`config.mk`:
```
export PLATFORM = sky130hd
export DESIGN_NAME = signed_integer_to_radix_digits_flat
export DESIGN_NICKNAME = d
export VERILOG_FILES = /design/src/design/sird_pkg.sv /design/src/design/sird_intf.sv /design/src/design/signed_integer_to_radix_digits.sv /design/src/flat_wrapper.sv
export VERILOG_INCLUDE_DIRS = /design/src /design/src/design
export SDC_FILE = /design/constraint.sdc
export NUM_CORES = 1
export LEC_CHECK = 0
export BUFFER_PORTS_ARGS = -buffer_cell sky130_fd_sc_hd__buf_2
export CAP_MARGIN = 20
export CORE_ASPECT_RATIO = 0.5
export CORE_UTILIZATION = 35
export DETAILED_ROUTE_END_ITERATION = 7
export PLACE_DENSITY = 0.57
export SLEW_MARGIN = 20
export SYNTH_ARGS = -nofsm -noshare
export SYNTH_HDL_FRONTEND = slang
export SYNTH_SLANG_ARGS = --single-unit
```
`constraint.sdc`:
```
create_clock -name clk -period 7.7 [get_ports clk]
set_input_delay 0.385 -clock clk [delete_from_list [all_inputs] [get_ports clk]]
set_output_delay 0.385 -clock clk [all_outputs]
set_load 0.03 [all_outputs]
```
`src/design/assert_macros.svh`:
```
// Assertion macros shared by the RTL of the radix digit converter.
// Each macro expects clk and rst_n to be visible where it is used.
`ifndef ASSERT_MACROS_SVH
`define ASSERT_MACROS_SVH

// Same-cycle implication, checked outside reset.
`define SIRD_ASSERT_NOW(label, ante, cons, msg) \
    label: assert property (@(posedge clk) disable iff (!rst_n) (ante) |-> (cons)) \
        else $error(msg);

// Next-cycle implication, checked outside reset.
`define SIRD_ASSERT_NEXT(label, ante, cons, msg) \
    label: assert property (@(posedge clk) disable iff (!rst_n) (ante) |=> (cons)) \
        else $error(msg);

`endif

```
`src/design/sird_pkg.sv`:
```
// Package for the signed integer to radix digits converter: widths, register
// indexes, reset values, state encoding and the symbol lookup function.
// No dependencies.
`timescale 1ns / 1ps

package sird_pkg;

    localparam int VALUE_WIDTH_DEF = 32;
    localparam int MAX_SYMBOLS     = 16;
    localparam int BASE_W          = 5;
    localparam int DIGIT_W         = 4;
    localparam int CHAR_W          = 8;
    localparam int SYM_W           = 64;
    localparam int CFG_IDX_W       = 2;

    localparam logic [CHAR_W-1:0] CHAR_PLUS  = 8'h2B;
    localparam logic [CHAR_W-1:0] CHAR_MINUS = 8'h2D;
    localparam logic [CHAR_W-1:0] CHAR_NONE  = 8'h00;

    localparam logic [BASE_W-1:0] BASE_SIZE_RST    = 5'd10;
    localparam logic [SYM_W-1:0]  SYMBOLS_LOW_RST  = 64'h3736_3534_3332_3130;
    localparam logic [SYM_W-1:0]  SYMBOLS_HIGH_RST = 64'h0000_0000_0000_3938;

    typedef enum logic [CFG_IDX_W-1:0] {
        CFG_BASE_SIZE    = 2'd0,
        CFG_SYMBOLS_LOW  = 2'd1,
        CFG_SYMBOLS_HIGH = 2'd2
    } cfg_reg_t;

    typedef enum logic [2:0] {
        ST_IDLE,
        ST_CHECK,
        ST_REJECT,
        ST_DIVIDE,
        ST_SIGN,
        ST_EMIT_RD,
        ST_EMIT_WR
    } state_t;

    function automatic logic [CHAR_W-1:0] symbol_at(
        input logic [SYM_W-1:0]   lo,
        input logic [SYM_W-1:0]   hi,
        input logic [DIGIT_W-1:0] idx
    );
        logic [SYM_W-1:0] bank;
        bank = idx[DIGIT_W-1] ? hi : lo;
        return bank[{idx[DIGIT_W-2:0], 3'b000} +: CHAR_W];
    endfunction

endpackage

```
`src/design/sird_intf.sv`:
```
// Handshake interfaces for the radix digit converter: number input,
// character output and configuration write. Depends on sird_pkg.
`timescale 1ns / 1ps

interface sird_num_if #(
    parameter int VALUE_WIDTH = sird_pkg::VALUE_WIDTH_DEF
);
    logic                          valid;
    logic                          ready;
    logic signed [VALUE_WIDTH-1:0] number;

    modport source (output valid, output number, input ready);
    modport sink (input valid, input number, output ready);
endinterface

interface sird_char_if;
    import sird_pkg::*;

    logic              valid;
    logic              ready;
    logic [CHAR_W-1:0] char_out;
    logic              last;
    logic              rejected;

    modport source (output valid, output char_out, output last, output rejected, input ready);
    modport sink (input valid, input char_out, input last, input rejected, output ready);
endinterface

interface sird_cfg_if;
    import sird_pkg::*;

    logic                 valid;
    logic                 ready;
    logic [CFG_IDX_W-1:0] index;
    logic [SYM_W-1:0]     data;

    modport source (output valid, output index, output data, input ready);
    modport sink (input valid, input index, input data, output ready);
endinterface

```
`src/design/signed_integer_to_radix_digits.sv`:
```
// Signed integer to radix digits converter: alphabet check, bit-serial
// divider, digit store and character output register.
// Depends on sird_pkg, the interfaces in sird_intf.sv and assert_macros.svh.
//
//   channel   role    word
//   numbers   sink    number (signed, VALUE_WIDTH bits)
//   chars     source  char_out, last, rejected
//   cfg       sink    index, data (base_size, symbols_low, symbols_high)
//
// The alphabet check visits each symbol in use, up to 16 of them.
// Each digit covers VALUE_WIDTH bits on the shared one-bit-per-cycle divider.
// Each character then needs a digit store read and an output write.
// Reset restores the register defaults; the digit store is not cleared.
// A stalled output holds the pending word and later words wait behind it.
`timescale 1ns / 1ps
`include "assert_macros.svh"

module signed_integer_to_radix_digits #(
    parameter int VALUE_WIDTH = sird_pkg::VALUE_WIDTH_DEF
) (
    input logic          clk,
    input logic          rst_n,
    sird_num_if.sink     numbers,
    sird_char_if.source  chars,
    sird_cfg_if.sink     cfg
);
    import sird_pkg::*;

    localparam int W      = VALUE_WIDTH;
    localparam int ADDR_W = $clog2(W);

    logic [BASE_W-1:0] base_size_reg;
    logic [SYM_W-1:0]  symbols_low_reg;
    logic [SYM_W-1:0]  symbols_high_reg;

    state_t             state_reg, state_next;
    logic               neg_reg, neg_next;
    logic [W-1:0]       mag_reg, mag_next;
    logic [DIGIT_W-1:0] rem_reg, rem_next;
    logic               nz_reg, nz_next;
    logic [ADDR_W-1:0]  bit_cnt_reg, bit_cnt_next;
    logic [ADDR_W-1:0]  wr_ptr_reg, wr_ptr_next;
    logic [ADDR_W-1:0]  rd_ptr_reg, rd_ptr_next;
    logic [DIGIT_W-1:0] chk_idx_reg, chk_idx_next;

    logic               out_valid_reg, out_valid_next;
    logic [CHAR_W-1:0]  char_reg, char_next;
    logic               last_reg, last_next;
    logic               rej_reg, rej_next;

    logic [DIGIT_W-1:0] digit_mem [W];
    logic [DIGIT_W-1:0] rd_data_reg;
    logic               mem_we;

    logic [W-1:0]       num_u;
    logic [BASE_W-1:0]  base_top;
    logic               base_bad;
    logic               out_free;
    logic               out_load;
    logic [CHAR_W-1:0]  sym_i;
    logic               sym_bad;
    logic [BASE_W-1:0]  trial;
    logic               ge;
    logic [BASE_W-1:0]  rem_wide;

    assign numbers.ready  = (state_reg == ST_IDLE);
    assign cfg.ready      = 1'b1;
    assign chars.valid    = out_valid_reg;
    assign chars.char_out = char_reg;
    assign chars.last     = last_reg;
    assign chars.rejected = rej_reg;

    assign num_u    = numbers.number;
    assign base_top = base_size_reg - BASE_W'(1);
    assign base_bad = (base_size_reg < BASE_W'(2)) || (base_size_reg > BASE_W'(MAX_SYMBOLS));
    assign out_free = !out_valid_reg || chars.ready;

    assign trial    = {rem_reg, mag_reg[W-1]};
    assign ge       = (trial >= base_size_reg);
    assign rem_wide = ge ? (trial - base_size_reg) : trial;

    always_comb
    begin
        sym_i   = symbol_at(symbols_low_reg, symbols_high_reg, chk_idx_reg);
        sym_bad = (sym_i == CHAR_PLUS) || (sym_i == CHAR_MINUS);
        for (int j = 0; j < MAX_SYMBOLS; j++)
        begin
            if ((DIGIT_W'(j) > chk_idx_reg) && (BASE_W'(j) < base_size_reg)
                && (symbol_at(symbols_low_reg, symbols_high_reg, DIGIT_W'(j)) == sym_i))
            begin
                sym_bad = 1'b1;
            end
        end
    end

    always_ff @(posedge clk or negedge rst_n)
    begin
        if (!rst_n)
        begin
            base_size_reg    <= BASE_SIZE_RST;
            symbols_low_reg  <= SYMBOLS_LOW_RST;
            symbols_high_reg <= SYMBOLS_HIGH_RST;
        end
        else if (cfg.valid && cfg.ready)
        begin
            case (cfg_reg_t'(cfg.index))
                CFG_BASE_SIZE:    base_size_reg    <= cfg.data[BASE_W-1:0];
                CFG_SYMBOLS_LOW:  symbols_low_reg  <= cfg.data;
                CFG_SYMBOLS_HIGH: symbols_high_reg <= cfg.data;
                default:          ;
            endcase
        end
    end

    always_ff @(posedge clk or negedge rst_n)
    begin
        if (!rst_n)
        begin
            state_reg     <= ST_IDLE;
            out_valid_reg <= 1'b0;
            neg_reg       <= 1'b0;
            mag_reg       <= '0;
            rem_reg       <= '0;
            nz_reg        <= 1'b0;
            bit_cnt_reg   <= '0;
            wr_ptr_reg    <= '0;
            rd_ptr_reg    <= '0;
            chk_idx_reg   <= '0;
        end
        else
        begin
            state_reg     <= state_next;
            out_valid_reg <= out_valid_next;
            neg_reg       <= neg_next;
            mag_reg       <= mag_next;
            rem_reg       <= rem_next;
            nz_reg        <= nz_next;
            bit_cnt_reg   <= bit_cnt_next;
            wr_ptr_reg    <= wr_ptr_next;
            rd_ptr_reg    <= rd_ptr_next;
            chk_idx_reg   <= chk_idx_next;
        end
    end

    always_ff @(posedge clk)
    begin
        char_reg <= char_next;
        last_reg <= last_next;
        rej_reg  <= rej_next;
    end

    always_ff @(posedge clk)
    begin
        if (mem_we)
        begin
            digit_mem[wr_ptr_reg] <= rem_wide[DIGIT_W-1:0];
        end
        rd_data_reg <= digit_mem[rd_ptr_reg];
    end

    always_comb
    begin
        state_next   = state_reg;
        neg_next     = neg_reg;
        mag_next     = mag_reg;
        rem_next     = rem_reg;
        nz_next      = nz_reg;
        bit_cnt_next = bit_cnt_reg;
        wr_ptr_next  = wr_ptr_reg;
        rd_ptr_next  = rd_ptr_reg;
        chk_idx_next = chk_idx_reg;
        mem_we       = 1'b0;
        out_load     = 1'b0;
        char_next    = char_reg;
        last_next    = last_reg;
        rej_next     = rej_reg;

        case (state_reg)
            ST_IDLE:
            begin
                if (numbers.valid)
                begin
                    neg_next     = num_u[W-1];
                    mag_next     = num_u[W-1] ? (-num_u) : num_u;
                    chk_idx_next = '0;
                    state_next   = base_bad ? ST_REJECT : ST_CHECK;
                end
            end
            ST_CHECK:
            begin
                if (sym_bad)
                begin
                    state_next = ST_REJECT;
                end
                else if (chk_idx_reg == base_top[DIGIT_W-1:0])
                begin
                    rem_next     = '0;
                    nz_next      = 1'b0;
                    bit_cnt_next = '0;
                    wr_ptr_next  = '0;
                    state_next   = ST_DIVIDE;
                end
                else
                begin
                    chk_idx_next = chk_idx_reg + DIGIT_W'(1);
                end
            end
            ST_REJECT:
            begin
                if (out_free)
                begin
                    out_load   = 1'b1;
                    char_next  = CHAR_NONE;
                    last_next  = 1'b1;
                    rej_next   = 1'b1;
                    state_next = ST_IDLE;
                end
            end
            ST_DIVIDE:
            begin
                mag_next     = {mag_reg[W-2:0], ge};
                rem_next     = rem_wide[DIGIT_W-1:0];
                nz_next      = nz_reg | ge;
                bit_cnt_next = bit_cnt_reg + ADDR_W'(1);
                if (bit_cnt_reg == ADDR_W'(W - 1))
                begin
                    mem_we       = 1'b1;
                    rem_next     = '0;
                    nz_next      = 1'b0;
                    bit_cnt_next = '0;
                    if (nz_reg | ge)
                    begin
                        wr_ptr_next = wr_ptr_reg + ADDR_W'(1);
                    end
                    else
                    begin
                        rd_ptr_next = wr_ptr_reg;
                        state_next  = neg_reg ? ST_SIGN : ST_EMIT_RD;
                    end
                end
            end
            ST_SIGN:
            begin
                if (out_free)
                begin
                    out_load   = 1'b1;
                    char_next  = CHAR_MINUS;
                    last_next  = 1'b0;
                    rej_next   = 1'b0;
                    state_next = ST_EMIT_RD;
                end
            end
            ST_EMIT_RD:
            begin
                state_next = ST_EMIT_WR;
            end
            ST_EMIT_WR:
            begin
                if (out_free)
                begin
                    out_load  = 1'b1;
                    char_next = symbol_at(symbols_low_reg, symbols_high_reg, rd_data_reg);
                    last_next = (rd_ptr_reg == '0);
                    rej_next  = 1'b0;
                    if (rd_ptr_reg == '0)
                    begin
                        state_next = ST_IDLE;
                    end
                    else
                    begin
                        rd_ptr_next = rd_ptr_reg - ADDR_W'(1);
                        state_next  = ST_EMIT_RD;
                    end
                end
            end
            default:
            begin
                state_next = ST_IDLE;
            end
        endcase

        if (out_load)
        begin
            out_valid_next = 1'b1;
        end
        else if (chars.ready)
        begin
            out_valid_next = 1'b0;
        end
        else
        begin
            out_valid_next = out_valid_reg;
        end
    end

    // A rejected word is always the lone, final word with a null character.
    `SIRD_ASSERT_NOW(a_reject_form, chars.valid && chars.rejected,
        chars.last && (chars.char_out == CHAR_NONE), "rejected word is malformed")

    // An accepted number always moves on to the alphabet check or a rejection.
    `SIRD_ASSERT_NEXT(a_accept_next, numbers.valid && numbers.ready,
        (state_reg == ST_CHECK) || (state_reg == ST_REJECT), "bad state after accept")

    // The divider remainder stays below the radix.
    `SIRD_ASSERT_NOW(a_rem_range, state_reg == ST_DIVIDE,
        {1'b0, rem_reg} < base_size_reg, "divider remainder out of range")

    // A digit character offered to a free output register shows up next cycle.
    `SIRD_ASSERT_NEXT(a_emit_shows, (state_reg == ST_EMIT_WR) && out_free,
        chars.valid && !chars.rejected, "digit word not presented")

endmodule
```
`src/flat_wrapper.sv`:
```
// flat-port wrapper written by rule: the top's interface ports become plain ports
module signed_integer_to_radix_digits_flat import sird_pkg::*;
#(
    parameter int VALUE_WIDTH = sird_pkg::VALUE_WIDTH_DEF
)
  (clk, rst_n, numbers_valid, numbers_number, numbers_ready, chars_valid, chars_char_out, chars_last, chars_rejected, chars_ready, cfg_valid, cfg_index, cfg_data, cfg_ready);
  sird_num_if #(.VALUE_WIDTH(VALUE_WIDTH)) numbers_i ();
  sird_char_if chars_i ();
  sird_cfg_if cfg_i ();
  input logic clk;
  input logic rst_n;
  input wire logic [$bits(numbers_i.valid)-1:0] numbers_valid;
  input wire logic [$bits(numbers_i.number)-1:0] numbers_number;
  output wire logic [$bits(numbers_i.ready)-1:0] numbers_ready;
  output wire logic [$bits(chars_i.valid)-1:0] chars_valid;
  output wire logic [$bits(chars_i.char_out)-1:0] chars_char_out;
  output wire logic [$bits(chars_i.last)-1:0] chars_last;
  output wire logic [$bits(chars_i.rejected)-1:0] chars_rejected;
  input wire logic [$bits(chars_i.ready)-1:0] chars_ready;
  input wire logic [$bits(cfg_i.valid)-1:0] cfg_valid;
  input wire logic [$bits(cfg_i.index)-1:0] cfg_index;
  input wire logic [$bits(cfg_i.data)-1:0] cfg_data;
  output wire logic [$bits(cfg_i.ready)-1:0] cfg_ready;
  assign numbers_i.valid = numbers_valid;
  assign numbers_i.number = numbers_number;
  assign numbers_ready = numbers_i.ready;
  assign chars_valid = chars_i.valid;
  assign chars_char_out = chars_i.char_out;
  assign chars_last = chars_i.last;
  assign chars_rejected = chars_i.rejected;
  assign chars_i.ready = chars_ready;
  assign cfg_i.valid = cfg_valid;
  assign cfg_i.index = cfg_index;
  assign cfg_i.data = cfg_data;
  assign cfg_ready = cfg_i.ready;
  signed_integer_to_radix_digits #(.VALUE_WIDTH(VALUE_WIDTH)) u_core (.clk(clk), .rst_n(rst_n), .numbers(numbers_i), .chars(chars_i), .cfg(cfg_i));
endmodule
```
; Word-level counts from Yosys, hierarchy flattened
; Memories as Yosys holds them, arrays and structs flattened. A register that Yosys moved wholly into a read port is not among the register bits.
; Index checks and enable logic that the tools add are counted.
[word_totals]
out_inout_bits = 13
ramBits = 128
mem_count = 1
register_bits = 204
[classes]
addsub = 7
n_mux = 75
eq_ne = 41
shift = 2
n_reduce_logical = 60
bitwise_logic = 1
magnitude_cmp = 35
[mem_list]
columns = memory, depth, width, rd, rd_ports_with_merged_regs, wr, line
row1 = u_core.digit_mem, 32, 4, 1, 1, 1, signed_integer_to_radix_digits.sv:51  ; logic [DIGIT_W-1:0] digit_mem [W];
[op_table]
columns = operator, n
row1 = $eq 8x8->1, 16
row2 = $mux 64, 2
row3 = $shiftx 64x7->8, 2
row4 = $mux 32, 2
row5 = $pmux 32 s2, 1
row6 = $mux 5, 9
row7 = $lt 4x5->1 const A, 8
row8 = $gt 4x4->1 const A, 8
row9 = $logic_and 1x1->1, 32
row10 = $neg 32->32, 1
row11 = $mux 1, 31
row12 = $pmux 5 s2, 3
row13 = $mux 4, 7
row14 = $mux 3, 9
row15 = $mux 8, 3
row16 = $pmux 8 s3, 1
row17 = $pmux 3 s7, 1
row18 = $lt 3x5->1 const A, 4
row19 = $eq 8x6->1 const B, 2
row20 = $gt 3x4->1 const A, 4
row21 = $pmux 4 s2, 2
row22 = $ne 2x1->1 const B, 7
row23 = $reduce_bool 2->1, 6
row24 = $add 5x1->5 const B, 2
row25 = 37 further kinds, 58

; Longest topological paths before layout
[depth]
word_depth = 22
mapped_depth = 18
ltp_nobuf = 13

; Least setup slack after synthesis
; Ideal clock, no wire load.
[synth_path]
path_kind = reg-to-reg
from = register u_core.chk_idx_reg[3]
to = register u_core.bit_cnt_reg[3]
t_arrival_ns = 3.424
setup_time_ns = 0.135
slack_ns = 4.141
stages_incl_launch_ff = 17
period_less_slack_ns = 3.559
cell_sequence = dfrtp_1 buf_6 buf_4 mux2_2 o22ai_1 or2_2 buf_2 xor2_1 a221oi_1 a221oi_1 nand4_1 nand3_1 or4_1 buf_4 buf_6 o311ai_1 o31ai_1
[synth_between]
elab_chain_len = 22
word_cells_on_any_way = 89
[synth_lines]
columns = element, line
row1 = start: declaration, signed_integer_to_radix_digits.sv:44  ; logic [DIGIT_W-1:0] chk_idx_reg, chk_idx_next;
row2 = start signal: assignment, signed_integer_to_radix_digits.sv:141  ; chk_idx_reg <= chk_idx_next;
row3 = $mux 64, sird_pkg.sv:46  ; bank = idx[DIGIT_W-1] ? hi : lo;
row4 = $shiftx 64x7->8, sird_pkg.sv:47  ; return bank[{idx[DIGIT_W-2:0], 3'b000} +: CHAR_W];
row5 = $eq 8x6->1 or $eq 8x8->1 (tied branches), "signed_integer_to_radix_digits.sv:85, signed_integer_to_radix_digits.sv:89"
row6 = $logic_or 1x1->1 or $logic_and 1x1->1 (tied branches), "signed_integer_to_radix_digits.sv:85, signed_integer_to_radix_digits.sv:89"
row7 = $mux 1 (16 in series), signed_integer_to_radix_digits.sv:88  ; if ((DIGIT_W'(j) > chk_idx_reg) && (BASE_W'(j) < base_size_reg)
row8 = $ne 2x2->1 (no source line), n/a
row9 = $reduce_and 3->1 (no source line) *, n/a
row10 = end signal: assignment, signed_integer_to_radix_digits.sv:138  ; bit_cnt_reg <= bit_cnt_next;
row11 = end: declaration, signed_integer_to_radix_digits.sv:41  ; logic [ADDR_W-1:0] bit_cnt_reg, bit_cnt_next;
; Every way passes the cells marked *; elsewhere a longest branch is shown, timed or not.
; A chain may end at the register's enable or synchronous reset.

; Worst setup path after layout
[layout_path]
from = register u_core.chk_idx_reg[3]
to = register u_core.wr_ptr_reg[3]
[layout_between]
elab_chain_len = 22
word_cells_on_any_way = 89
[layout_lines]
columns = element, line
row1 = $mux 64, sird_pkg.sv:46
row2 = $shiftx 64x7->8, sird_pkg.sv:47
row3 = $eq 8x6->1 or $eq 8x8->1 (tied branches), "signed_integer_to_radix_digits.sv:85, signed_integer_to_radix_digits.sv:89"
row4 = $logic_or 1x1->1 or $logic_and 1x1->1 (tied branches), "signed_integer_to_radix_digits.sv:85, signed_integer_to_radix_digits.sv:89"
row5 = $mux 1 (16 in series), signed_integer_to_radix_digits.sv:88
row6 = $ne 2x2->1 (no source line), n/a
row7 = $reduce_and 5->1 (no source line) *, n/a
row8 = end signal: assignment, signed_integer_to_radix_digits.sv:139  ; wr_ptr_reg <= wr_ptr_next;
row9 = end: declaration, signed_integer_to_radix_digits.sv:42  ; logic [ADDR_W-1:0] wr_ptr_reg, wr_ptr_next;
; Marks and branches as above.

==> results.py <==
metrics = {
    "run_status": {
        "status": "complete, no violations",
    },
    "floorplan": {
        "initial_utilization_pct": 36.0,
        "fp.dieArea_mm2": 0.0572,
        "fp.dieH_um": 170,
        "design.portCount": 116,
        "fp_rows": 60,
        "core_mm2": 0.0546,
        "die_w_um": 337,
    },
    "worst_setup_path": {
        "crit_path_cells": "buf_4 -> mux2i_1 -> o22ai_1 -> nor2_1 -> a21o_1 -> xor2_1 -> o2111ai_1 -> o31a_1 -> o211ai_1 -> or4_1 -> nor3_2 -> o21ai_0",
        "r2r_cells": 12,
        "timing.critical_path.slowest_stage_cell": "or4_1",
        "critPathKind": "reg -> reg",
        "startpoint_type": "flop",
        "regToRegEndpoint": "u_core.wr_ptr_reg[3]$_DFFE_PN0P_",
        "worst_ep_required_time_ps": 8140,
        "cp_num_buf_inv": 1,
        "largest_driver_fanout_on_the_critical_path": 48,
        "worst_path_dominant_cell_family": "simple AND/OR/NAND/NOR gates",
        "ff_to_ff_start": "u_core.chk_idx_reg[3]$_DFFE_PN0P_",
        "timing.critical_path.arrival_ps": 5840,
        "r2r_setup_slack_ps": 2290,
        "cp-end-kind": "flop",
        "worst_path_max_stage_delay_ps": 900,
    },
    "placed_design": {
        "place_congestion": 1.03,
        "pre_cts_slack_ps": 2370,
        "dp_cells": 2448,
        "hpwl_um": 41300,
        "io_buffers": 114,
        "post_dp_cell_area_mm2": 0.0208,
    },
    "timing": {
        "setup_viol": 0,
        "part_of_the_cycle_the_worst_path_needs_pct": 70.2,
        "finalWorstPathRequiredPeriod_ps": 5410,
        "finalWorstSetupSlack_ps": 2290,
        "grt_setup_unrepaired": "false",
        "setup_total_negative_slack_ps": 0,
        "hold_slack_ps": 57.2,
        "max_clock_freq_ghz": 0.185,
        "finClkSkew_ps": 45.0,
        "maxSlewViolCount": 0,
        "finalHoldViolations": 0,
        "timing.slew.headroom_pct": 15.2,
        "timing_worst_slew_pin_value_ps": 1240,
    },
    "layout": {
        "antenna_cells_inserted": 0,
        "final_core_util_pct": 40.2,
        "n_fill_cell": 5246,
        "design.final.nets": 1862,
        "areaGrowthSynthToFinish_pct": 11.7,
        "fin_area_mm2": 0.0220,
        "flip_flop_count_of_the_largest_register_after_layout": 128,
        "drive_gt1_share_pct": 26.4,
        "final_cells": 2511,
    },
    "pwr": {
        "vdd_drop_max_v": 0.000194,
        "part_of_the_power_in_registers_pct": 35.6,
        "power_mw": 7.85,
        "pwr-share-comb_pct": 42.4,
        "power_report.internal_total_mw": 4.60,
        "total_leakage_power_nw": 7.93,
        "power.switching_fraction_pct": 41.4,
        "clockPowerShare_pct": 22.0,
        "switch_pwr_mw": 3.25,
        "powerDensity_mw_per_mm2": 357,
    },
    "clock_network": {
        "cts-buffers-inserted": 34,
        "worst_skew_pair.late_latency_ps": 570,
        "root_buffer": "clkbuf_16",
        "cts_post_setup_buffers_inserted": 0,
        "cts.sinks": 336,
        "cts_buffer_depth": 3,
        "cts-htree-levels": 2,
        "ctsHoldBuffers": 1,
        "cts.reportedPaths.clkPinSlew_ps": 70,
        "cts_resized": 0,
        "tritoncts": "built",
    },
    "routing": {
        "drt_first_iter_violations": 1252,
        "drt-wirelength-per-cell_um": 23.1,
        "antenna_violating_nets_left": 0,
        "routed_wirelength_um": 58000,
        "detailroute.via_count": 14300,
        "post-route-drc-count": 0,
        "vias_per_cell": 5.70,
        "firstDrtPassIters": 5,
    },
    "synth": {
        "adder_cell_area_share_of_the_yosys_netlist_pct": 1.18,
        "synthesis.nets": 1814,
        "synth_compound_gate_area_share_pct": 11.8,
        "synth-edff-count": 138,
        "synth.ff_latch_count": 336,
        "synth.yosys.seq_area_share_pct": 46.4,
        "post_synth.cell_area_avg_um2": 11.6,
        "yosys.cell_types.count": 81,
        "async_flop_share_pct": 57.7,
        "main_combinational_cell_family_by_area_after_synthesis": "multiplexers",
        "synthFlopType": "dfrtp_1",
        "ys_warn_count": 0,
        "synth-simple-area-share_pct": 9.08,
        "synth-xor-area-share_pct": 7.93,
        "share_of_synthesized_area_spent_on_multiplexers_pct": 20.3,
        "post_synth_instance_area_mm2": 0.0197,
        "post_synth_inst_count": 1693,
    },
    "hold_path": {
        "worstHoldPathCells": 2,
        "holdCritPathClass": "in -> reg",
        "holdCritStartpoint": "cfg_data[53]",
        "holdPathEnd": "u_core.symbols_high_reg[53]$_DFFE_PN0P_",
    },
    "grt": {
        "number_of_antenna_violations_at_the_first_check_in_global_routing": 1,
        "grt_start_max_net_pins": 78,
        "grt_util_all_layers_pct": 20.5,
        "grt_remaining_overflow": 0,
        "grt_first_pass_wirelength_um": 89700,
        "first_global_vias": 14000,
    },
    "run": {
        "drv.max_cap_violation_count": 0,
    },
}
-- power by group through the flow --
stage | clock [mW] | sequential [mW] | combinational, mW
after CTS | 1.77 | 2.78 | 3.28
after floorplan | 0 | 2.65 | 2.36
after global routing | 1.84 | 2.83 | 3.59
after detailed placement | 0 | 2.82 | 3.26
after global placement | 0 | 2.81 | 3.26
final | 1.72 | 2.79 | 3.33
-- worst reg2reg max path: stages, from the launching register on --
cell and delay, ps:
dfrtp_4 810, buf_4 660, mux2i_1 300, o22ai_1 100, nor2_1 850, a21o_1 540
xor2_1 130, o2111ai_1 130, o31a_1 160, o211ai_1 110, or4_1 900, nor3_2 450
o21ai_0 150
-- placed cells by master (no fill, tap or decap), types with 35 or more instances in the layout --
master,count
mux2_2,147
dfstp_2,37
a22oi_1,48
xor2_1,98
a21oi_1,35
mux2i_1,94
nand2_1,90
buf_2,113
mux4_2,61
o21ai_0,100
dfrtp_1,154
xnor2_1,80
edfxtp_1,138
clkbuf_16,35
nor2_1,116
-- how the worst max path moves through the flow --
stage,endpoint,cells past startpoint,startpoint
5_1_grt,u_core.wr_ptr_reg[4]$_DFFE_PN0P_,12,u_core.chk_idx_reg[3]$_DFFE_PN0P_
4_1_cts,u_core.wr_ptr_reg[3]$_DFFE_PN0P_,12,u_core.chk_idx_reg[3]$_DFFE_PN0P_
3_5_place_dp,u_core.wr_ptr_reg[3]$_DFFE_PN0P_,12,u_core.chk_idx_reg[3]$_DFFE_PN0P_
6_report,u_core.wr_ptr_reg[3]$_DFFE_PN0P_,12,u_core.chk_idx_reg[3]$_DFFE_PN0P_
2_1_floorplan,u_core.bit_cnt_reg[3]$_DFFE_PN0P_,16,u_core.chk_idx_reg[3]$_DFFE_PN0P_
3_3_place_gp,u_core.wr_ptr_reg[4]$_DFFE_PN0P_,12,u_core.chk_idx_reg[3]$_DFFE_PN0P_
-- cell type report --
cell class	count	area, um2	area share, %
clock buffers	49	968	4.41
repair buffers	133	724	3.30
flip-flops and latches	336	9130	41.6
multi-input cells	1214	9930	45.2
inverters	22	82.6	0.376
well taps	744	931	4.24
clock inverters	13	188	0.855
-- layer usage --
metal	global-route usage, %	wire length, um	part of all wire (%)
met5	0	17	0.029
met4	7.00	2000	3.4
met3	3.40	4170	7.2
met2	32.4	26700	46
met1	28.5	25100	43
-- Yosys cell counts, types with 11 or more instances --
library cell | instances | area share (%)
o221ai_1 | 11 | 0.49
mux2_2 | 147 | 8.4
nor3_1 | 21 | 0.53
edfxtp_1 | 138 | 21
o22ai_1 | 26 | 0.83
o21ai_0 | 100 | 2.5
buf_1 | 14 | 0.27
dfstp_2 | 37 | 4.9
mux4_2 | 61 | 7.0
ha_1 | 17 | 1.1
mux2i_1 | 94 | 4.8
inv_1 | 20 | 0.38
clkbuf_1 | 87 | 1.7
dfrtp_1 | 157 | 20
nand2_1 | 90 | 1.7
xor2_1 | 98 | 4.4
a22oi_1 | 48 | 1.8
nand3_1 | 22 | 0.56
xnor2_1 | 80 | 3.6
nand4_1 | 18 | 0.57
a21oi_1 | 39 | 0.99
nor2_1 | 117 | 2.2
nor4_1 | 16 | 0.51
o31ai_1 | 18 | 0.69
nor2b_1 | 12 | 0.38
or2_2 | 13 | 0.41
or3_1 | 12 | 0.38
or4_1 | 13 | 0.50
-- kinds of logic after synthesis --
group / count (synthesis)
flip-flops: 336
adder cells (fa/ha/maj): 18
buffers and inverters: 143
AO/OA/AOI/OAI: 346
multiplexers: 303
XOR/XNOR: 178
AND/OR/NAND/NOR: 368
other: 1
Power figures use the tool's default switching activity.
